$ cat src/rtl/smt_pkg.sv
`default_nettype none
// ----------------------------------------------------------------------------
// smt_pkg
// shared types and constants of the toroidal shoreline marker
// ----------------------------------------------------------------------------
package smt_pkg;

    localparam int DEF_MAX_WIDTH  = 128;
    localparam int DEF_MAX_HEIGHT = 128;

    localparam int CODE_W  = 8;
    localparam int COORD_W = 8;
    localparam int POS_W   = 7;
    localparam int REG_IDX_W = 2;
    localparam int NBR_W   = 4;

    localparam logic [REG_IDX_W-1:0] REG_MAP_WIDTH  = 2'd0;
    localparam logic [REG_IDX_W-1:0] REG_MAP_HEIGHT = 2'd1;
    localparam logic [REG_IDX_W-1:0] REG_WATER_CODE = 2'd2;
    localparam logic [REG_IDX_W-1:0] REG_SAND_CODE  = 2'd3;

    localparam logic KIND_LOAD  = 1'b0;
    localparam logic KIND_QUERY = 1'b1;

    localparam logic [NBR_W-1:0] NBR_FIRST  = 4'd0;
    localparam logic [NBR_W-1:0] NBR_CENTER = 4'd4;
    localparam logic [NBR_W-1:0] NBR_LAST   = 4'd8;

    typedef enum logic [2:0] {
        S_IDLE,
        S_LOAD,
        S_HERE,
        S_HERE_CHK,
        S_SCAN,
        S_DONE
    } t_state;

    typedef struct packed {
        logic [COORD_W-1:0] width;
        logic [COORD_W-1:0] height;
        logic [CODE_W-1:0]  water;
        logic [CODE_W-1:0]  sand;
    } t_cfg;

endpackage
`default_nettype wire

$ cat src/rtl/smt_cfg.sv
`default_nettype none
// ----------------------------------------------------------------------------
// smt_cfg
// configuration registers with clamped map size
// ----------------------------------------------------------------------------
module smt_cfg #(
    parameter int MAX_WIDTH  = smt_pkg::DEF_MAX_WIDTH,
    parameter int MAX_HEIGHT = smt_pkg::DEF_MAX_HEIGHT
) (
    input  wire logic                           i_clk,
    input  wire logic                           i_rst_n,
    input  wire logic                           i_cfg_we,
    input  wire logic [smt_pkg::REG_IDX_W-1:0]  i_cfg_idx,
    input  wire logic [smt_pkg::CODE_W-1:0]     i_cfg_data,
    output smt_pkg::t_cfg                       o_cfg
);
    import smt_pkg::*;

    logic [COORD_W-1:0] r_map_width;
    logic [COORD_W-1:0] r_map_height;
    logic [CODE_W-1:0]  r_water_code;
    logic [CODE_W-1:0]  r_sand_code;

    always_ff @(posedge i_clk) begin
        if (!i_rst_n) begin
            r_map_width  <= COORD_W'(128);
            r_map_height <= COORD_W'(128);
            r_water_code <= '0;
            r_sand_code  <= CODE_W'(1);
        end else if (i_cfg_we) begin
            unique case (i_cfg_idx)
                REG_MAP_WIDTH:  r_map_width  <= i_cfg_data;
                REG_MAP_HEIGHT: r_map_height <= i_cfg_data;
                REG_WATER_CODE: r_water_code <= i_cfg_data;
                REG_SAND_CODE:  r_sand_code  <= i_cfg_data;
            endcase
        end
    end

    // zero counts as one, oversize saturates
    always_comb begin
        priority if (r_map_width == '0) begin
            o_cfg.width = COORD_W'(1);
        end else if (int'(r_map_width) > MAX_WIDTH) begin
            o_cfg.width = COORD_W'(MAX_WIDTH);
        end else begin
            o_cfg.width = r_map_width;
        end
        priority if (r_map_height == '0) begin
            o_cfg.height = COORD_W'(1);
        end else if (int'(r_map_height) > MAX_HEIGHT) begin
            o_cfg.height = COORD_W'(MAX_HEIGHT);
        end else begin
            o_cfg.height = r_map_height;
        end
        o_cfg.water = r_water_code;
        o_cfg.sand  = r_sand_code;
    end

endmodule
`default_nettype wire

$ cat config.mk
export PLATFORM = sky130hd
export DESIGN_NAME = smt_cfg
export DESIGN_NICKNAME = d
export VERILOG_FILES = /design/src/rtl/smt_pkg.sv /design/src/rtl/smt_cfg.sv
export SDC_FILE = /design/constraint.sdc
export NUM_CORES = 1
export LEC_CHECK = 0
export BUFFER_PORTS_ARGS = -buffer_cell sky130_fd_sc_hd__buf_2
export CORE_ASPECT_RATIO = 1.4
export CORE_UTILIZATION = 47
export CTS_BUF_LIST = sky130_fd_sc_hd__clkbuf_16
export CTS_CLUSTER_DIAMETER = 40
export CTS_CLUSTER_SIZE = 28
export DETAILED_ROUTE_END_ITERATION = 6
export HOLD_SLACK_MARGIN = 0.05
export PLACE_DENSITY = 0.8
export SLEW_MARGIN = 10
export SYNTH_ARGS = -nofsm -noshare
export SYNTH_HDL_FRONTEND = slang
export SYNTH_SLANG_ARGS = --single-unit
$ cat constraint.sdc
create_clock -name i_clk -period 1.3 [get_ports i_clk]
set_input_delay 0.13 -clock i_clk [delete_from_list [all_inputs] [get_ports i_clk]]
set_output_delay 0.13 -clock i_clk [all_outputs]
set_load 0.03 [all_outputs]
Yosys cells after proc, flatten, opt, wreduce, memory -nomap -nowiden
Cells that the tools add are included.

cells by class
  $add $sub $neg = 0
  multipliers = 0
  divide/modulo/power cells = 0
  magnitude comparators = 2
  eq/ne operators = 3
  shift-type cells = 0
  mux-type cells = 4
  bitwise gates (word level) = 0
  reductions and logical operators = 7

operators with widths
  cell                  number
  $mux W8               4
  $gt A8 B8 Y1 const B  2
  $logic_not A8 Y1      2
  $reduce_and A2 Y1     4
  $eq A2 B2 Y1 const B  2
  $eq A2 B1 Y1 const B  1
  $logic_not A2 Y1      1

storage, ports and cells
  bits in registers = 32
  latch bits = 0
  RAM bits = 0
  bits in read-only memories = 0
  input bits = 13
  output and inout bits = 32
  memories kept = 0

Longest topological paths before layout
  depth in word-level cells = 3
  gate-level depth with buffers = 3

Worst setup path after synthesis
Ideal clock, no wire load.

  path type = reg2out
  start = register r_map_height[1]
  end = output port o_cfg[16] in the netlist's numbering
  arrival time = 1.438 ns
  data required time = 1.170 ns
  setup slack = -0.268 ns
  stages on the path, launching flop included = 3
  cells stage by stage = dfxtp_1 > or4_4 > o41ai_2

RTL lines
  element                 line           RTL
  from (decl)             smt_cfg.sv:20  logic [COORD_W-1:0] r_map_height;
  from (signal assigned)  smt_cfg.sv:33  REG_MAP_HEIGHT: r_map_height <= i_cfg_data;
  to (decl)               smt_cfg.sv:15  output smt_pkg::t_cfg o_cfg

==> run summary <==
Cells after Synth: 137
Synth Area in Compound Gates: 0.03274
Adder-Cell Fraction of Synth Area: 0
Layout Cells excl Fill: 231
initial antenna violation count: 0
number of port buffers: 44
vias in the first global route: 1121
Post-Synth XOR/XNOR Area: 0
largest family of logic cells by synthesized area: multiplexers
Req. time, crit path: 1.17 ns
final WL: 3021 um
GPL Wtd Cong: 0.7974
Clock Latency Late Sink: 0.27 ns
via count: 1143
clock buffer depth: 2
first-pass GRT wire length: 4871 um
Cell Area, Synth: 1338 um2
maxcap violations: 0
Rel. slew slack: 0.7090
Starting Density: 0.5009
Tcrit/Tclk final: 1.280
run status: finished, violations left
# setup viols final: 2
Crit Path Category: register to primary output
Worst Hold Class: input port to register
worst setup margin: -0.3638 ns
Root Driver: clkbuf_16
peak supply drop: 0.001157 V
Row Count: 22
Setup Buffers After CTS: 0
worst reg2reg startpoint: r_map_width[7]
Final Max Slew Viols: 0
max frequency: 601.0 MHz
Yosys reg bits: 32
dpl cells: 223
violated checks: setup timing
R2R depth: 2
reg-to-reg slack, setup: 0.59 ns
fin nets: 207
crit-path cells: or4_4 -> o41ai_4 -> buf_4
Worst path max stage delay: 0.54 ns
Synth cell types: 15
leakage power: 0.9570 nW
layout cell share with drive strength beyond 1: 0.3590
Reg clk slew, reported paths: 0.05 ns
drt pass-1 iters: 4
DR DRC count: 0
H-tree lvl count: 2
DIE HEIGHT: 65.12 um
number of diodes: 0
mux share of post-synthesis cell area: 0.2320
crit-path max FO: 2
Worst Path Arrival: 1.53 ns
Total GRT Usage: 0.2265
Hold Vio Cnt, Final: 0
number of enable flip-flop cells after synthesis: 0
Main synth FF type: dfxtp_1
Worst Setup Start Kind: register
Area growth syn-to-layout: 39.94%
Post-Place Cell Area: 1713 um2
pin count of the biggest net entering global routing: 17
drt initial violations: 17
cell type with the largest total area after synthesis: dfxtp_1
Synth Area per Inst: 9.763 um2
most frequent cell after synthesis: nand2_1
synth top area cells: dfxtp_1 (48%), mux2i_1 (23%), nand2_1 (10%)
crit path launch: r_map_height[3]
simple logic cell fraction of the synthesized area: 0.2283
Avg Vias per Cell: 4.948
core area: 2670 um2
top post-synthesis cells by count: nand2_1 (37), dfxtp_1 (32), mux2i_1 (31)
top cell type's share of synthesized area: 0.4790
RSZ-0062 raised after global routing: true
slew at the pin with the worst max-slew slack: 0.4353 ns
WL/cell: 13.08 um
Sink Count: 32
# IOs: 45
Die Width: 47.09 um
HPWL Detailed: 2228 um
asr flop ratio synth: 0
clk_skew: 0 ns
register area share after synthesis: 0.4790
total gr overflow: 0
post-route minimum period: 1.664 ns
finished layout cell area: 1872 um2
reg2reg end: r_map_width[7]
antenna viol nets, final: 0
syn_nets: 150
PwrDens: 1262 nW/um2
CP max-delay cell: or4_4
CTS tree: done
hold-fix buffers at CTS: 0
filler instances: 220
CTS Buf Count: 5
die area: 3066 um2
CP endpoint: o_cfg[16]
Syn. warnings: 0
Critical Path End Type: primary output
[logic make-up after synthesis]
| kind of cell | count (synthesis) |
|---|---|
| and+or+nand+nor | 61 |
| DFF | 32 |
| muxes | 31 |
| buffers and inverters | 9 |
| AOI/OAI and AO/OA | 4 |
[worst min path at each step]
stage,start,end,slack (ns),cells after the start
detailed placement,i_cfg_data[7],r_water_code[7],0.43,3
finish,i_cfg_data[7],r_sand_code[7],0.16,3
floorplan,i_cfg_data[7],r_sand_code[7],0.29,2
CTS,i_cfg_data[7],r_sand_code[7],0.14,3
global placement,i_cfg_data[7],r_sand_code[7],0.43,3
global route,i_cfg_data[7],r_water_code[7],0.17,3
[worst max-delay path, delay by kind of cell (launching register included)]
kind | cells | cell delay, ns
AO/OA/AOI/OAI | 1 | 0.20
buffers and inverters | 1 | 0.20
AND/OR/NAND/NOR | 1 | 0.54
flip-flops | 1 | 0.32
[registers in the layout, summed over array words and instances (netlist names)]
signal / count
r_map_width: 8
r_sand_code: 8
r_water_code: 8
r_map_height: 8
[timing repair]
action | CTS | global route
pin swaps | 1 | 1
resized for setup | 2 | 14
endpoints found under the hold margin | 0 | 0
endpoints found under the setup margin | 2 | 8
[area by class of cell]
class / count / area, um2 / share of cell area
Clock buffer: 5 / 125.1 / 0.06684
Clock inverter: 3 / 11.26 / 0.006016
Multi-Input combinational cell: 96 / 681.9 / 0.3643
Sequential cell: 32 / 643.1 / 0.3436
Tap cell: 36 / 45.04 / 0.02406
Timing Repair Buffer: 59 / 365.4 / 0.1952
[metal layers]
layer / up-vias / part of all wire / track usage / wire (um)
li1: 574 / - / - / -
met4: 0 / 0.0030 / 0.08214 / 9
met2: 45 / 0.51 / 0.3646 / 1544
met3: 2 / 0.058 / 0.07143 / 175
met1: 522 / 0.43 / 0.2751 / 1291
met5: - / 0 / 0 / 0
[through the flow]
stage	setup WS (ns)	power [mW]	TNS, ns	hold WS, ns	util
final	-0.3638	2.362	-0.7216	0.1574	0.7010
after global routing	-0.4104	2.446	-0.8110	0.1692	0.7010
after CTS	-0.3808	2.386	-0.7491	0.1428	0.6945
after detailed placement	-0.1182	1.316	-0.2087	0.4316	0.6415
after global placement	-0.09257	1.308	-0.1827	0.4252	0.6415
after floorplan	-0.1028	1.217	-0.2056	0.2910	-
[report_power, final]
group | internal, mW | switching [mW]
Combinational | 0.110 | 0.148
Sequential | 1.02 | 0.0233
Clock | 0.686 | 0.377
Total | 1.81 | 0.548
[placed cells by master (no fill, tap or decap), drive strengths merged]
cell,count
a31oi,1
and4b,1
buf,59
clkbuf,5
clkinv,1
dfxtp,32
inv,2
mux2i,31
nand2,37
nand2b,2
nand3,1
nand3b,2
nor2b,15
nor3b,1
o21ai,1
o41ai,2
or4,2
Power figures use the tool's default switching activity.
