**config.mk**
```make
export PLATFORM = sky130hd
export DESIGN_NAME = smt_ctrl
export DESIGN_NICKNAME = d
export VERILOG_FILES = /design/src/rtl/smt_pkg.sv /design/src/rtl/smt_ctrl.sv
export SDC_FILE = /design/constraint.sdc
export NUM_CORES = 1
export LEC_CHECK = 0
export ABC_AREA = 1
export CAP_MARGIN = 5
export CELL_PAD_IN_SITES_DETAIL_PLACEMENT = 2
export CELL_PAD_IN_SITES_GLOBAL_PLACEMENT = 2
export CORE_UTILIZATION = 38
export DETAILED_ROUTE_END_ITERATION = 12
export DONT_BUFFER_PORTS = 1
export HOLD_SLACK_MARGIN = 0.15
export PLACE_DENSITY = 0.91
export SYNTH_ARGS = -nofsm -noshare
export SYNTH_HDL_FRONTEND = slang
export SYNTH_SLANG_ARGS = --single-unit
export TNS_END_PERCENT = 1
```
**constraint.sdc**
```tcl
create_clock -name i_clk -period 6 [get_ports i_clk]
set_input_delay 0.3 -clock i_clk [delete_from_list [all_inputs] [get_ports i_clk]]
set_output_delay 0.3 -clock i_clk [all_outputs]
set_load 0.02 [all_outputs]
```
**src/rtl/smt_pkg.sv**
```systemverilog
`default_nettype none
// ----------------------------------------------------------------------------
// smt_pkg
// shared types and constants of the toroidal shoreline marker
// ----------------------------------------------------------------------------
package smt_pkg;

    localparam int DEF_MAX_WIDTH  = 128;
    localparam int DEF_MAX_HEIGHT = 128;

    localparam int CODE_W  = 8;
    localparam int COORD_W = 8;
    localparam int POS_W   = 7;
    localparam int REG_IDX_W = 2;
    localparam int NBR_W   = 4;

    localparam logic [REG_IDX_W-1:0] REG_MAP_WIDTH  = 2'd0;
    localparam logic [REG_IDX_W-1:0] REG_MAP_HEIGHT = 2'd1;
    localparam logic [REG_IDX_W-1:0] REG_WATER_CODE = 2'd2;
    localparam logic [REG_IDX_W-1:0] REG_SAND_CODE  = 2'd3;

    localparam logic KIND_LOAD  = 1'b0;
    localparam logic KIND_QUERY = 1'b1;

    localparam logic [NBR_W-1:0] NBR_FIRST  = 4'd0;
    localparam logic [NBR_W-1:0] NBR_CENTER = 4'd4;
    localparam logic [NBR_W-1:0] NBR_LAST   = 4'd8;

    typedef enum logic [2:0] {
        S_IDLE,
        S_LOAD,
        S_HERE,
        S_HERE_CHK,
        S_SCAN,
        S_DONE
    } t_state;

    typedef struct packed {
        logic [COORD_W-1:0] width;
        logic [COORD_W-1:0] height;
        logic [CODE_W-1:0]  water;
        logic [CODE_W-1:0]  sand;
    } t_cfg;

endpackage
`default_nettype wire

```
**src/rtl/smt_ctrl.sv**
```systemverilog
`default_nettype none
// ----------------------------------------------------------------------------
// smt_ctrl
// sequencer walking the 3x3 wrapped window through one shared compare
// ----------------------------------------------------------------------------
module smt_ctrl #(
    parameter int MAX_WIDTH  = smt_pkg::DEF_MAX_WIDTH,
    parameter int ADDR_W     = 14
) (
    input  wire logic                         i_clk,
    input  wire logic                         i_rst_n,
    input  wire smt_pkg::t_cfg                i_cfg,
    input  wire logic                         start,
    output logic                              busy,
    input  wire logic                         i_kind,
    input  wire logic [smt_pkg::POS_W-1:0]    i_pos_x,
    input  wire logic [smt_pkg::POS_W-1:0]    i_pos_y,
    input  wire logic [smt_pkg::CODE_W-1:0]   i_tile_in,
    output logic                              o_ram_we,
    output logic      [ADDR_W-1:0]            o_ram_addr,
    output logic      [smt_pkg::CODE_W-1:0]   o_ram_wdata,
    input  wire logic [smt_pkg::CODE_W-1:0]   i_ram_rdata,
    output logic                              o_valid,
    output logic      [smt_pkg::CODE_W-1:0]   o_tile_out,
    output logic                              o_became_sand,
    output logic                              o_out_of_range
);
    import smt_pkg::*;

    localparam logic [ADDR_W-1:0] ROW_STRIDE = ADDR_W'(MAX_WIDTH);

    t_state r_state, n_state;
    logic [COORD_W-1:0] r_x, n_x;
    logic [COORD_W-1:0] r_y, n_y;
    logic [CODE_W-1:0]  r_tile, n_tile;
    logic [CODE_W-1:0]  r_here, n_here;
    logic [NBR_W-1:0]   r_idx, n_idx;
    logic               r_shore, n_shore;
    logic               r_oor, n_oor;

    logic [COORD_W-1:0] x_minus, x_plus, y_minus, y_plus;
    logic [COORD_W-1:0] x_sel, y_sel;
    logic [NBR_W-1:0]   a_idx;
    logic               in_range;
    logic               is_water;

    always_ff @(posedge i_clk) begin
        if (!i_rst_n) begin
            r_state <= S_IDLE;
            r_idx   <= '0;
            r_shore <= 1'b0;
            r_oor   <= 1'b0;
        end else begin
            r_state <= n_state;
            r_idx   <= n_idx;
            r_shore <= n_shore;
            r_oor   <= n_oor;
        end
    end

    always_ff @(posedge i_clk) begin
        r_x    <= n_x;
        r_y    <= n_y;
        r_tile <= n_tile;
        r_here <= n_here;
    end

    // wrapped neighbor coordinates
    always_comb begin
        x_minus = (r_x == '0) ? i_cfg.width - COORD_W'(1) : r_x - COORD_W'(1);
        x_plus  = (r_x + COORD_W'(1) == i_cfg.width) ? '0 : r_x + COORD_W'(1);
        y_minus = (r_y == '0) ? i_cfg.height - COORD_W'(1) : r_y - COORD_W'(1);
        y_plus  = (r_y + COORD_W'(1) == i_cfg.height) ? '0 : r_y + COORD_W'(1);
    end

    always_comb begin
        unique case (r_state)
            S_HERE_CHK: a_idx = NBR_FIRST;
            S_SCAN:     a_idx = r_idx + NBR_W'(1);
            default:    a_idx = NBR_CENTER;
        endcase
    end

    always_comb begin
        unique case (a_idx)
            4'd0:    begin x_sel = x_minus; y_sel = y_minus; end
            4'd1:    begin x_sel = r_x;     y_sel = y_minus; end
            4'd2:    begin x_sel = x_plus;  y_sel = y_minus; end
            4'd3:    begin x_sel = x_minus; y_sel = r_y;     end
            4'd5:    begin x_sel = x_plus;  y_sel = r_y;     end
            4'd6:    begin x_sel = x_minus; y_sel = y_plus;  end
            4'd7:    begin x_sel = r_x;     y_sel = y_plus;  end
            4'd8:    begin x_sel = x_plus;  y_sel = y_plus;  end
            default: begin x_sel = r_x;     y_sel = r_y;     end
        endcase
    end

    assign o_ram_addr  = ADDR_W'(y_sel) * ROW_STRIDE + ADDR_W'(x_sel);
    assign o_ram_wdata = r_tile;
    assign is_water    = (i_ram_rdata == i_cfg.water);
    assign in_range    = (COORD_W'(i_pos_x) < i_cfg.width)
                      && (COORD_W'(i_pos_y) < i_cfg.height);

    always_comb begin
        n_state  = r_state;
        n_x      = r_x;
        n_y      = r_y;
        n_tile   = r_tile;
        n_here   = r_here;
        n_idx    = r_idx;
        n_shore  = r_shore;
        n_oor    = r_oor;
        o_ram_we = 1'b0;
        unique case (r_state)
            S_IDLE: begin
                if (start) begin
                    n_x    = COORD_W'(i_pos_x);
                    n_y    = COORD_W'(i_pos_y);
                    n_tile = i_tile_in;
                    n_oor  = !in_range;
                    n_shore = 1'b0;
                    priority if (i_kind == KIND_QUERY && !in_range) begin
                        n_state = S_DONE;
                    end else if (i_kind == KIND_QUERY) begin
                        n_state = S_HERE;
                    end else if (in_range) begin
                        n_state = S_LOAD;
                    end else begin
                        n_state = S_IDLE;
                    end
                end
            end
            S_LOAD: begin
                o_ram_we = 1'b1;
                n_state  = S_IDLE;
            end
            S_HERE: begin
                n_state = S_HERE_CHK;
            end
            S_HERE_CHK: begin
                n_here  = i_ram_rdata;
                n_shore = 1'b0;
                n_idx   = NBR_FIRST;
                n_state = is_water ? S_DONE : S_SCAN;
            end
            S_SCAN: begin
                n_shore = r_shore | is_water;
                if (r_idx == NBR_LAST) begin
                    n_state = S_DONE;
                end else begin
                    n_idx = r_idx + NBR_W'(1);
                end
            end
            S_DONE: begin
                n_state = S_IDLE;
            end
            default: begin
                n_state = S_IDLE;
            end
        endcase
    end

    assign busy           = (r_state != S_IDLE);
    assign o_valid        = (r_state == S_DONE);
    assign o_out_of_range = r_oor;
    assign o_became_sand  = r_shore && !r_oor;
    assign o_tile_out     = r_oor ? '0 : (r_shore ? i_cfg.sand : r_here);

`ifndef SYNTHESIS
    a_strobe_single: assert property (@(posedge i_clk) disable iff (!i_rst_n)
        o_valid |=> !o_valid)
        else $error("result strobe longer than one cycle");
    a_write_only_load: assert property (@(posedge i_clk) disable iff (!i_rst_n)
        o_ram_we |-> $past(start) && $past(!busy) && $past(i_kind) == KIND_LOAD)
        else $error("map write without a load transaction");
    a_query_busy: assert property (@(posedge i_clk) disable iff (!i_rst_n)
        (start && !busy && i_kind == KIND_QUERY) |=> busy)
        else $error("query accepted but sequencer idle");
    a_idx_bound: assert property (@(posedge i_clk) disable iff (!i_rst_n)
        r_idx <= NBR_LAST)
        else $error("neighbor index beyond window");
    a_sand_in_range: assert property (@(posedge i_clk) disable iff (!i_rst_n)
        o_valid && o_became_sand |-> !o_out_of_range)
        else $error("sand flagged on out of range query");
`endif

endmodule
`default_nettype wire

```
# Yosys cells after proc, flatten, opt, wreduce, memory -nomap -nowiden
# Index checks and enable logic that the tools add are counted.
[word_totals] ram_bits=0 memories=0 rom_bits=0 latchBits=0 ff_bits=39 output_inout_bits=35
[classes] bitwise_logic=1 n_addsub=8 mux=21 n_eq_ne=19 div=0 n_mul=0 shift=0 reduce_logical=20 order_cmp=2
[op_table] operator="8-bit 2-to-1 mux" count=4
[op_table] operator="8-bit equality test" count=3
[op_table] operator="7-bit by 1-bit adder with 8-bit output (second input constant)" count=2
[op_table] operator="8-bit logical NOT" count=2
[op_table] operator="7-bit by 8-bit < comparator with 1-bit output" count=2
[op_table] operator="4-bit one-hot mux with 2 select lines" count=2
[op_table] operator="8-bit one-hot mux with 2 select lines" count=1
[op_table] operator="14-bit by 8-bit adder with 14-bit output" count=1
[op_table] operator="7-bit 2-to-1 mux" count=2
[op_table] operator="7-bit one-hot mux with 2 select lines" count=1
[op_table] operator="7-bit by 1-bit subtractor with 7-bit output (second input constant)" count=2
[op_table] operator="4-bit by 3-bit equality test with 1-bit output (second input constant)" count=3
[op_table] operator="3-bit one-hot mux with 4 select lines" count=1
[op_table] operator="3-bit OR reduction" count=4
[op_table] operator="3-bit 2-to-1 mux" count=3
[op_table] operator="4-bit by 2-bit equality test with 1-bit output (second input constant)" count=2
[op_table] operator="4-bit equality test (second input constant)" count=2
[op_table] operator="2-bit AND reduction" count=4
[op_table] operator="7-bit by 1-bit subtractor with 8-bit output (second input constant)" count=1
[op_table] operator="8-bit by 1-bit subtractor with 8-bit output (second input constant)" count=1
[op_table] operator="3-bit by 2-bit equality test with 1-bit output (second input constant)" count=2
[op_table] operator="3-bit equality test (second input constant)" count=2
[op_table] operator="2-bit inequality test (second input constant)" count=3
[op_table] operator="3-bit nonzero test" count=2
[op_table] operator="other kinds (13)" count=19

# Longest topological paths before layout
# Gate-level depths: netlist of run 1.
[logic_depth] word_depth=7 ltp_mapped=20

# Worst setup path before layout of run 1
# Ideal clock, no wire load.
[synth_timing] kind="reg2out" start="register r_x[0]" end="output o_ram_addr[11]" path_buffers=0 t_arrival_ns=2.587 stages_incl_launch_ff=16 slack_ns=3.113 required_ns=5.700 path_cell_list="edfxtp_1 > inv_1 > ha_1 > nand4_1 > nor3_1 > a21oi_1 > nand4_1 > nor2_1 > nand3_1 > nand2_1 > o21ai_1 > ha_1 > ha_1 > nand2_2 > nor2_2 > xor2_1"
[synth_via] elab_chain_len=5 elab_cells_between_ends=8 cone_classes="3 x add/sub; 1 x eq/ne; 3 x mux; 1 x reduce/logical"
[synth_lines] element="from (decl)" line_no="smt_ctrl.sv:33" rtl="logic [COORD_W-1:0] r_x, n_x;"
[synth_lines] element="from (signal assigned)" line_no="smt_ctrl.sv:62" rtl="r_x <= n_x;"
[synth_lines] element="7-bit by 1-bit adder with 8-bit output" line_no="smt_ctrl.sv:71" rtl="x_plus = (r_x + COORD_W'(1) == i_cfg.width) ? '0 : r_x + COORD_W'(1);"
[synth_lines] element="8-bit equality test" line_no="smt_ctrl.sv:71"
[synth_lines] element="8-bit 2-to-1 mux" line_no="smt_ctrl.sv:71"
[synth_lines] element="8-bit one-hot mux with 2 select lines (*)" line_no="smt_ctrl.sv:85" rtl="unique case (a_idx)"
[synth_lines] element="14-bit by 8-bit adder with 14-bit output (*)" line_no="smt_ctrl.sv:98" rtl="assign o_ram_addr = ADDR_W'(y_sel) * ROW_STRIDE + ADDR_W'(x_sel);"
[synth_lines] element="to (decl)" line_no="smt_ctrl.sv:20" rtl="output logic [ADDR_W-1:0] o_ram_addr,"
# Mark *: on every way between the ends. The rest lies on a longest branch, timed or not.

# Worst setup path after layout of run 1
# Same ends and word-level chain as after synthesis.

==> qor.yml, run 1 <==
timing:
  max-slew-margin-rel_pct: 52.1
  finalWorstPathRequiredPeriod_ns: 4.24
  worst_slack_ns: 1.76
  final_setup_vio_count: 0
  finalHoldViolCount: 0
  timing_worst_slew_pin_value_ns: 0.713
  timing.final.crit_share_pct: 70.7
  setup_total_negative_slack_ns: 0
  final-max-slew-violation-count: 0
  clock-skew-final_ns: 0.0211
  rsz_0062_raised_after_global_routing: "no"
  max_clock_freq_ghz: 0.236
placement:
  dpl-instance-area_mm2: 0.00382
  port-buffer-count: 0
  post-place-ws_ns: 2.53
  place.detailed.hpwl_um: 10200
  gpl.final_weighted_congestion: 0.832
setup_path:
  critical_path_peak_fanout: 8
  path_common_cell: "ha_1"
  worst-r2r-setup-slack_ns: 3.91
  cp_cell_sequence: "inv_1, ha_1, xnor2_1, o21ai_0, nor2_1, nand3_1, nor3_1, nand2_1, nand3_1, o21ai_1, ha_1, ha_1, nand2_2, nor2_2, xor2_1"
  crit_arrival_ns: 3.94
  start_kind: "flop"
  crit_end_element: "output port"
  crit_path_max_incr_delay_ns: 0.51
  regToRegStartpoint: "r_state[0]$_SDFFE_PN0P_"
  worst-endpoint-required_ns: 5.70
  worstReg2RegEnd: "o_out_of_range$_SDFFE_PN0P_"
  library_cell_contributing_the_largest_single_delay_on_the_critical_path: "edfxtp_1"
  reg2reg_depth: 8
  timing_worst_setup_path_type: "reg2out"
synth:
  synth_enable_flop_cells: 30
  average_instance_area_after_synthesis_um2: 7.03
  synth.yosys.seq_area_share_pct: 29.5
  syn-num-nets: 612
  synth_cell_types: 41
  postSynthRegisterBits: 39
  mappedNetlistArea_mm2: 0.00367
  synth_async_sr_flop_share_pct: 0
  synth_warnings: 0
  synthCells: 522
  ys_dominant_reg_cell: "edfxtp_1"
worst_hold_path:
  holdPathEnd: "r_idx[1]$_SDFFE_PN0P_"
  worstHoldPathType: "in2reg"
  min_from: "i_rst_n"
  worst_hold_path.num_cells: 2
final_layout:
  final_common_cell: "nand2_1"
  final_area_mm2: 0.00422
  finalCoreUtilization_pct: 45.5
  post_route_cells_drive_above_1_share_pct: 11.6
  most_frequent_cells_in_the_layout: "130 x nand2_1, 74 x inv_1, 54 x nand3_1"
  nets: 647
  layout-area-overhead-vs-synth_pct: 15.1
route:
  drc: 0
  ant_nets_after_route: 0
  detail_route.vias_per_cell: 5.71
  drt_iter0_drc: 130
  via_count: 3929
  dr.pass1.iters: 4
  finalWirelength_um: 16100
  routed_wire_length_per_instance_um: 23.3
clock_network:
  cts-htree-levels: 2
  post_cts_setup_buffers: 0
  clk_pin_slew_worst_paths_ns: 0.11
  tritoncts: "yes"
  numClockSinks: 39
  cts_inserted_buffers: 5
  insertion_delay_of_the_later_clocked_pin_in_the_worst_skew_pair_ns: 0.32
  clock_path_buffers: 2
  root_buffer: "clkbuf_8"
global_routing:
  overflow: 0
  groute.usage.overall_pct: 32.9
  grt_antenna_before_repair: 1
  largest_net_degree_at_the_start_of_global_routing: 26
  grt_pass1_wl_um: 24800
  grt_pass1_vias: 4497
job:
  max_cap_viol_count: 0
run_status:
  outcome: "finished, final reports clean"
die:
  die_width_um: 100
  pin_count: 101
  core_region_area_mm2: 0.00928
  initial_utilization_pct: 39.5
  die_h_um: 100
  die_area_mm2: 0.0101
  fp-row-count: 35
power:
  power.total_w: 0.00173
  worst_vdd_ir_uv: 172
  power_per_cell_area_mw_per_mm2: 410
  p_leak_nw: 1.95
timing repair:
action,CTS,global route
gates resized for setup,0,0
hold endpoints to repair,33,0
hold buffers,31,0
per-layer routing:
layer	track usage [%]	vias up	part of all wire [%]
li1	-	1796	-
met1	33.6	1934	38
met2	64.1	141	54
met3	6.06	58	4.1
met4	15.5	0	4.3
met5	0	-	0
worst max-delay path by stage:
stage,startpoint,to,depth (start not counted)
3_3_place_gp,r_x[0]$_DFFE_PP_,o_ram_addr[11],15
4_1_cts,r_x[0]$_DFFE_PP_,o_ram_addr[11],15
3_5_place_dp,r_x[0]$_DFFE_PP_,o_ram_addr[11],15
6_report,r_x[0]$_DFFE_PP_,o_ram_addr[11],15
5_1_grt,r_x[0]$_DFFE_PP_,o_ram_addr[11],15
2_1_floorplan,r_x[0]$_DFFE_PP_,o_ram_addr[11],15
flip-flops by register name, indices dropped and copies added, names as in the netlist:
signal,cells
r_idx,4
r_shore,1
r_here,8
r_x,7
o_out_of_range,1
o_ram_wdata,8
r_y,7
r_state,3
worst max-delay path: cells and delay by family, from the launching register on:
| family | cells | cell delay [ns] |
|---|---|---|
| simple gates | 7 | 1.22 |
| flops | 1 | 0.51 |
| fa+ha+maj | 3 | 0.76 |
| xor+xnor | 2 | 0.59 |
| buf+inv | 1 | 0.22 |
| compound gates | 2 | 0.32 |
metrics by stage:
stage	hold slack, ns	instances
2_1_floorplan	0.399	522
3_3_place_gp	0.399	648
3_5_place_dp	0.399	648
4_1_cts	0.173	687
5_1_grt	0.171	688
6_report	0.163	688
cell families after synthesis:
logic type | synth area share, %
buffers and inverters | 9.00
AOI/OAI and AO/OA | 10.4
DFF | 29.5
and+or+nand+nor | 38.9
adders and majority gates | 8.19
xor gates and xnor gates | 4.06
cells in the mapped netlist, types with 3 or more instances:
| library cell | count | share of area, % |
|---|---|---|
| a21oi_1 | 27 | 3.7 |
| clkbuf_1 | 3 | 0.31 |
| dfxtp_1 | 9 | 4.9 |
| edfxtp_1 | 30 | 25 |
| ha_1 | 24 | 8.2 |
| inv_1 | 74 | 7.6 |
| inv_2 | 7 | 0.72 |
| nand2_1 | 130 | 13 |
| nand2_2 | 10 | 1.7 |
| nand3_1 | 54 | 7.4 |
| nand3_2 | 10 | 2.7 |
| nand4_1 | 13 | 2.2 |
| nor2_1 | 43 | 4.4 |
| nor2_2 | 11 | 1.9 |
| nor2_4 | 7 | 2.1 |
| nor3_1 | 6 | 0.82 |
| o211ai_1 | 5 | 1.0 |
| o21ai_0 | 12 | 1.6 |
| o21ai_1 | 5 | 0.68 |
| xor2_1 | 15 | 3.6 |
cell type report:
type | count | area (µm²)
clock buffer | 5 | 68.8
antenna | 1 | 2.50
sequential | 39 | 1080
fill | 1140 | 5060
multi-input combinational | 396 | 2260
tap | 129 | 161
timing repair buffer | 32 | 318
inverter | 83 | 314
clock inverter | 3 | 17.5
power by group:
part           total, W  switching [W]  internal [W]
logic           0.00103       0.000755      0.000271
clock network  0.000204       0.000122     0.0000819
registers      0.000500       0.000123      0.000377
Note: power is estimated with default switching activity, not from simulation.
==> inputs of run 2 (changes only) <==
Settings changed: ABC_AREA 1 to 0, PLACE_DENSITY 0.91 to 0.85.
Clock period 6 ns to 4.4 ns, I/O delays scaled along.
==> run 2 against run 1 <==
The flow now finishes with violations (capacitance limit, slew limit, setup timing). Worst setup slack got worse by 1.9 ns. Critical path depth increased by 2. Worst hold slack improved by 0.13 ns. Clock skew increased by 0.0051 ns. Sequential power about the same. Count of clock-buffer cells in the layout unchanged. Wire length increased by 8.7%. Global-route usage decreased by 3.6 points. Utilization increased by 1.4 points. Final area increased by 8.0%. Area after synthesis increased by 3.3%. Largest power group is now registers. Highest routed layer unchanged.
==> qor.yml, run 2 <==
power:
  power_per_cell_area_mw_per_mm2: 265
  power.share.switching_pct: 41.1
  p_leak_nw: 1.71
  proportion_of_power_drawn_by_the_clock_network_pct: 22.0
  p_int_w: 0.000712
  power_frac_comb_pct: 36.8
  worst_vdd_ir_uv: 117
  power.total_w: 0.00121
  net-switching-power_w: 0.000496
  p_seq_share_pct: 41.3
timing:
  worst_slack_ns: -0.140
  timing_worst_slew_pin_value_ns: 1.50
  max_clock_freq_ghz: 0.220
  timing.final.crit_share_pct: 103
  final-max-slew-violation-count: 1
  final_setup_vio_count: 2
  max-slew-margin-rel_pct: -0.000645
  finalHoldViolCount: 0
  finalWorstPathRequiredPeriod_ns: 4.54
  clock-skew-final_ns: 0.0262
route:
  drc: 0
  dr.pass1.iters: 4
  finalWirelength_um: 17500
  ant_nets_after_route: 0
  routed_wire_length_per_instance_um: 28.8
  via_count: 3828
  detail_route.vias_per_cell: 6.33
  drt_iter0_drc: 238
clock_network:
  cts-htree-levels: 2
  root_buffer: "clkbuf_8"
  numClockSinks: 39
  cts_inserted_buffers: 5
  clk_pin_slew_worst_paths_ns: 0.11
  tritoncts: "yes"
  clock_path_buffers: 2
  insertion_delay_of_the_later_clocked_pin_in_the_worst_skew_pair_ns: 0.32
synth:
  mappedNetlistArea_mm2: 0.00379
  postSynthRegisterBits: 39
  average_instance_area_after_synthesis_um2: 8.81
  synth_warnings: 0
  synth_top_family_by_area: "simple AND/OR/NAND/NOR gates"
  ys_top_cells_by_count: "37 x nor2_1, 30 x edfxtp_1, 28 x xnor2_1, 27 x inv_1, 24 x ha_1"
  synth_enable_flop_cells: 30
  synth_fa_ha_area_share_pct: 7.92
  synth.yosys.seq_area_share_pct: 28.5
  synthCells: 430
  yosys.area_share.xor_xnor_pct: 10.8
  leading_cell_type_by_number_of_instances_after_synthesis: "nor2_1"
  yosys.area.top_type: "edfxtp_1"
  synth_compound_gate_area_share_pct: 20.7
  muxShareOfSynthArea_pct: 3.70
  synth_async_sr_flop_share_pct: 0
  synth_cell_types: 69
  synth_simple_gate_area_share_pct: 22.2
  ys_dominant_reg_cell: "edfxtp_1"
  synth.area.top_cells: "edfxtp_1 24%, ha_1 7.9%, xnor2_1 6.5%"
  syn-num-nets: 520
  synth_top_area_share_pct: 23.8
global_routing:
  overflow: 0
  grt_pass1_vias: 4091
  grt_pass1_wl_um: 23000
  grt_antenna_before_repair: 0
  largest_net_degree_at_the_start_of_global_routing: 25
  groute.usage.overall_pct: 29.4
die:
  die_area_mm2: 0.0104
  die_h_um: 102
  fp-row-count: 36
  core_region_area_mm2: 0.00973
  die_width_um: 102
  initial_utilization_pct: 39.0
  pin_count: 101
setup_path:
  start_kind: "flop"
  crit_path_max_incr_delay_ns: 0.55
  cp_cell_sequence: "inv_2, ha_2, or4b_4, nor3_4, buf_4, o21ai_2, inv_1, ha_2, nor3b_4, o31ai_4, nor2_2, buf_4, nand3b_1, xnor2_1, nor2_1, a221oi_2, xnor2_2"
  library_cell_contributing_the_largest_single_delay_on_the_critical_path: "edfxtp_1"
  crit_arrival_ns: 4.32
  worst-endpoint-required_ns: 4.18
  worst-path-buf-inv: 4
  worst_path_dominant_cell_family: "simple AND/OR/NAND/NOR gates"
  regToRegStartpoint: "r_state[2]$_SDFFE_PN0P_"
  crit_end_element: "output port"
  timing_worst_setup_path_type: "reg2out"
  critical_path_peak_fanout: 5
  worst_setup_path_startpoint: "r_y[1]$_DFFE_PP_"
final_layout:
  most_frequent_cells_in_the_layout: "34 x nor2_1, 31 x dlygate4sd3_1, 30 x edfxtp_1"
  finalCoreUtilization_pct: 46.9
  final_area_mm2: 0.00456
  layout-area-overhead-vs-synth_pct: 20.3
  post_layout_nonfiller_instances: 605
  post_route_cells_drive_above_1_share_pct: 16.5
  final_common_cell: "nor2_1"
  area_used_by_sequential_logic_in_the_layout_mm2: 0.00108
  multi_input_comb_area_mm2: 0.00262
  n_fill_cell: 1074
  antenna-diode-count: 0
  nets: 561
placement:
  port-buffer-count: 0
  dpl-instance-area_mm2: 0.00393
  placedCellCount: 553
  post-place-ws_ns: 0.0965
  gpl.final_weighted_congestion: 0.855
  place.detailed.hpwl_um: 9720
run_status:
  failed_checks: "capacitance limit, slew limit, setup timing"
  outcome: "finished with violations"
worst_hold_path:
  worstHoldPathType: "in2reg"
  min_from: "i_kind"
job:
  max_cap_viol_count: 1
[run 2: power by group through the flow]
stage	clock (W)	combinational, W	sequential [W]
floorplan	0	0.000290	0.000468
global placement	0	0.000329	0.000493
detailed placement	0	0.000347	0.000497
CTS	0.000252	0.000377	0.000490
global route	0.000282	0.000467	0.000501
finish	0.000265	0.000444	0.000498
[run 2: layout make-up]
class                      count  share of cell area (%)
inverter                      28                    2.30
timing repair buffer          57                    11.1
multi-input combinational    340                    57.4
clock buffer                   5                    1.51
tap                          133                    3.65
clock inverter                 3                   0.384
sequential                    39                    23.7
[run 2: worst paths after layout]
| check | end | slack, ns | depth (start not counted) |
|---|---|---|---|
| min reg2reg | r_idx[1]$_SDFFE_PN0P_ | 0.60 | 2 |
| min | r_state[1]$_SDFFE_PN0P_ | 0.29 | 3 |
| max | o_ram_addr[13] | -0.14 | 17 |
| max reg2reg | r_shore$_SDFFE_PN0P_ | 1.62 | 4 |
[run 2: cell families (layout without fill, tap and decap cells)]
family	count (synthesis)	in the layout
xor+xnor	45	45
flops	39	39
simple gates	149	149
mux	14	14
fa+ha+maj	24	24
compound gates	108	108
buf+inv	51	93
[run 2: stage by stage]
step	TNS (ns)	hold slack, ns
floorplan	0	0.319
global placement	0	0.319
detailed placement	0	0.319
CTS	0	0.292
global route	-0.446	0.309
finish	-0.180	0.288
[run 2: tightest hold or removal path, delay by kind of cell]
family / cells / cell delay [ns]
adder cells (fa/ha/maj): 1 / 0.18
AND/OR/NAND/NOR: 2 / 0.14
[run 2: repair_timing]
item	CTS	global route
endpoints found under the hold margin	39	0
hold buffers	31	0
setup buffers	0	13
setup endpoints to repair	2	5
resized for setup	3	25
gates cloned	0	0
pin swaps	0	6
[run 2: layer usage]
layer	vias up	share of wire [%]	global-route usage [%]
li1	1657	-	-
met1	1929	39	33.2
met2	180	51	53.1
met3	62	5.6	6.29
met4	0	4.5	12.9
met5	-	0	0
==> inputs of run 3 (changes only) <==
Settings changed: PLACE_DENSITY 0.85 to unset, PLACE_DENSITY_LB_ADDON set to 0.1.
==> run 3 against run 2 <==
The flow now finishes without violations. Combinational power is 12% lower. Final area down 2.2%. Clock power up 33%. Non-clock buffer count fell by 7. Worst setup slack better by 0.33 ns. Critical path depth shrank 2. Clock skew shrank 0.021 ns. Register-to-register slack improved by 0.89 ns. Sequential cell count stayed put. First-iteration DRC count fell by 58%. Cell count shrank 1.2%.
==> qor.yml, run 3 (synthesis gave the netlist of run 2 again) <==
route:
  dr.pass1.iters: 4
  ant_nets_after_route: 0
  detail_route.vias_per_cell: 5.86
  drt_iter0_drc: 101
  drc: 0
  routed_wire_length_per_instance_um: 22.1
  finalWirelength_um: 13200
  via_count: 3505
worst_hold_path:
  worstHoldPathType: "in2reg"
die:
  core_region_area_mm2: 0.00973
  die_width_um: 102
  initial_utilization_pct: 39.0
  die_h_um: 102
  pin_count: 101
  die_area_mm2: 0.0104
  fp-row-count: 36
timing:
  max_clock_freq_ghz: 0.238
  setup_total_negative_slack_ns: 0
  fin_hold_ws_ns: 0.199
  timing_worst_slew_pin_value_ns: 0.761
  finalHoldViolCount: 0
  max-slew-margin-rel_pct: 48.7
  worst_slack_ns: 0.193
  timing.final.crit_share_pct: 95.6
  final_setup_vio_count: 0
  final-max-slew-violation-count: 0
  clock-skew-final_ns: 0.00506
  finalWorstPathRequiredPeriod_ns: 4.21
global_routing:
  grt_pass1_vias: 3722
  largest_net_degree_at_the_start_of_global_routing: 22
  grt_antenna_before_repair: 0
  grt_pass1_wl_um: 19900
  overflow: 0
  groute.usage.overall_pct: 25.0
final_layout:
  antenna-diode-count: 0
  most_frequent_cells_in_the_layout: "36 x nor2_1, 31 x dlygate4sd3_1, 30 x edfxtp_1"
  nets: 554
  layout-area-overhead-vs-synth_pct: 17.6
  post_route_cells_drive_above_1_share_pct: 12.3
  final_common_cell: "nor2_1"
  final_area_mm2: 0.00446
placement:
  place.detailed.hpwl_um: 9480
  dpl-instance-area_mm2: 0.00394
  post-place-ws_ns: 0.286
  gpl.final_weighted_congestion: 0.824
  port-buffer-count: 0
power:
  power.total_w: 0.00123
  worst_vdd_ir_uv: 111
  p_leak_nw: 1.67
  power_per_cell_area_mw_per_mm2: 276
setup_path:
  critical_path_peak_fanout: 5
  start_kind: "flop"
  timing_worst_setup_path_type: "reg2out"
  crit_end_element: "output port"
  worst_path_dominant_cell_family: "simple AND/OR/NAND/NOR gates"
  crit_arrival_ns: 3.99
  library_cell_contributing_the_largest_single_delay_on_the_critical_path: "or4b_4"
  crit_path_max_incr_delay_ns: 0.54
  cp_cell_sequence: "inv_1, ha_1, or4b_4, nor3_4, mux2i_1, ha_1, nor3b_1, o31ai_1, nor2_1, mux2i_1, nor2_1, o32ai_2, nor4b_2, xnor2_1, buf_4"
  worst-r2r-setup-slack_ns: 2.51
  worst-path-buf-inv: 2
  worst-endpoint-required_ns: 4.18
clock_network:
  clock_path_buffers: 2
  cts-htree-levels: 2
  insertion_delay_of_the_later_clocked_pin_in_the_worst_skew_pair_ns: 0.30
  root_buffer: "clkbuf_8"
  numClockSinks: 39
  cts_inserted_buffers: 5
  clk_pin_slew_worst_paths_ns: 0.09
  tritoncts: "yes"
job:
  max_cap_viol_count: 0
run_status:
  outcome: "finished, final reports clean"
==> run 3: worst paths after layout <==
kind / startpoint / to / cells past startpoint
max: r_y[1]$_DFFE_PP_ / o_ram_addr[12] / 15
min reg2reg: r_idx[1]$_SDFFE_PN0P_ / r_idx[1]$_SDFFE_PN0P_ / 2
max reg2reg: r_state[2]$_SDFFE_PN0P_ / r_x[0]$_DFFE_PP_ / 3
min: start / r_x[3]$_DFFE_PP_ / 2
==> run 3: through the flow <==
| stage | std cells | util, % |
|---|---|---|
| after global routing | 598 | 45.8 |
| after global placement | 555 | 40.5 |
| after detailed placement | 555 | 40.5 |
| final | 598 | 45.8 |
| after CTS | 594 | 45.1 |
| after floorplan | 430 | - |
==> run 3: routing by layer <==
metal	track usage (%)	share of wire, %
met5	0	0
met1	29.6	42
met3	3.69	4.7
met2	46.6	52
met4	7.36	2.0
==> run 3: timing repair <==
action / CTS / global route
hold buffers: 31 / 0
endpoints found under the hold margin: 39 / 0
setup buffers: 0 / 4
pin swaps: 0 / 1
setup endpoints to repair: 1 / 3
gates resized for setup: 1 / 6
==> run 3: area by class of cell <==
cell class | count | area (µm²)
Fill cell | 1082 | 5270
Inverter | 28 | 105
Timing Repair Buffer | 50 | 453
Clock buffer | 6 | 93.8
Sequential cell | 39 | 1080
Tap cell | 133 | 166
Clock inverter | 2 | 37.5
Multi-Input combinational cell | 340 | 2520
==> run 3: worst register-to-register path, cell delays in order, from the launching register on <==
cell,delay [ns]
dfxtp_1,0.42
or3_1,0.55
nor2_2,0.24
buf_4,0.35
==> run 3: power by group <==
group,switching (W),internal (W),total [W]
Clock,0.000150,0.000204,0.000353
Sequential,0.0000586,0.000431,0.000489
Combinational,0.000231,0.000158,0.000389
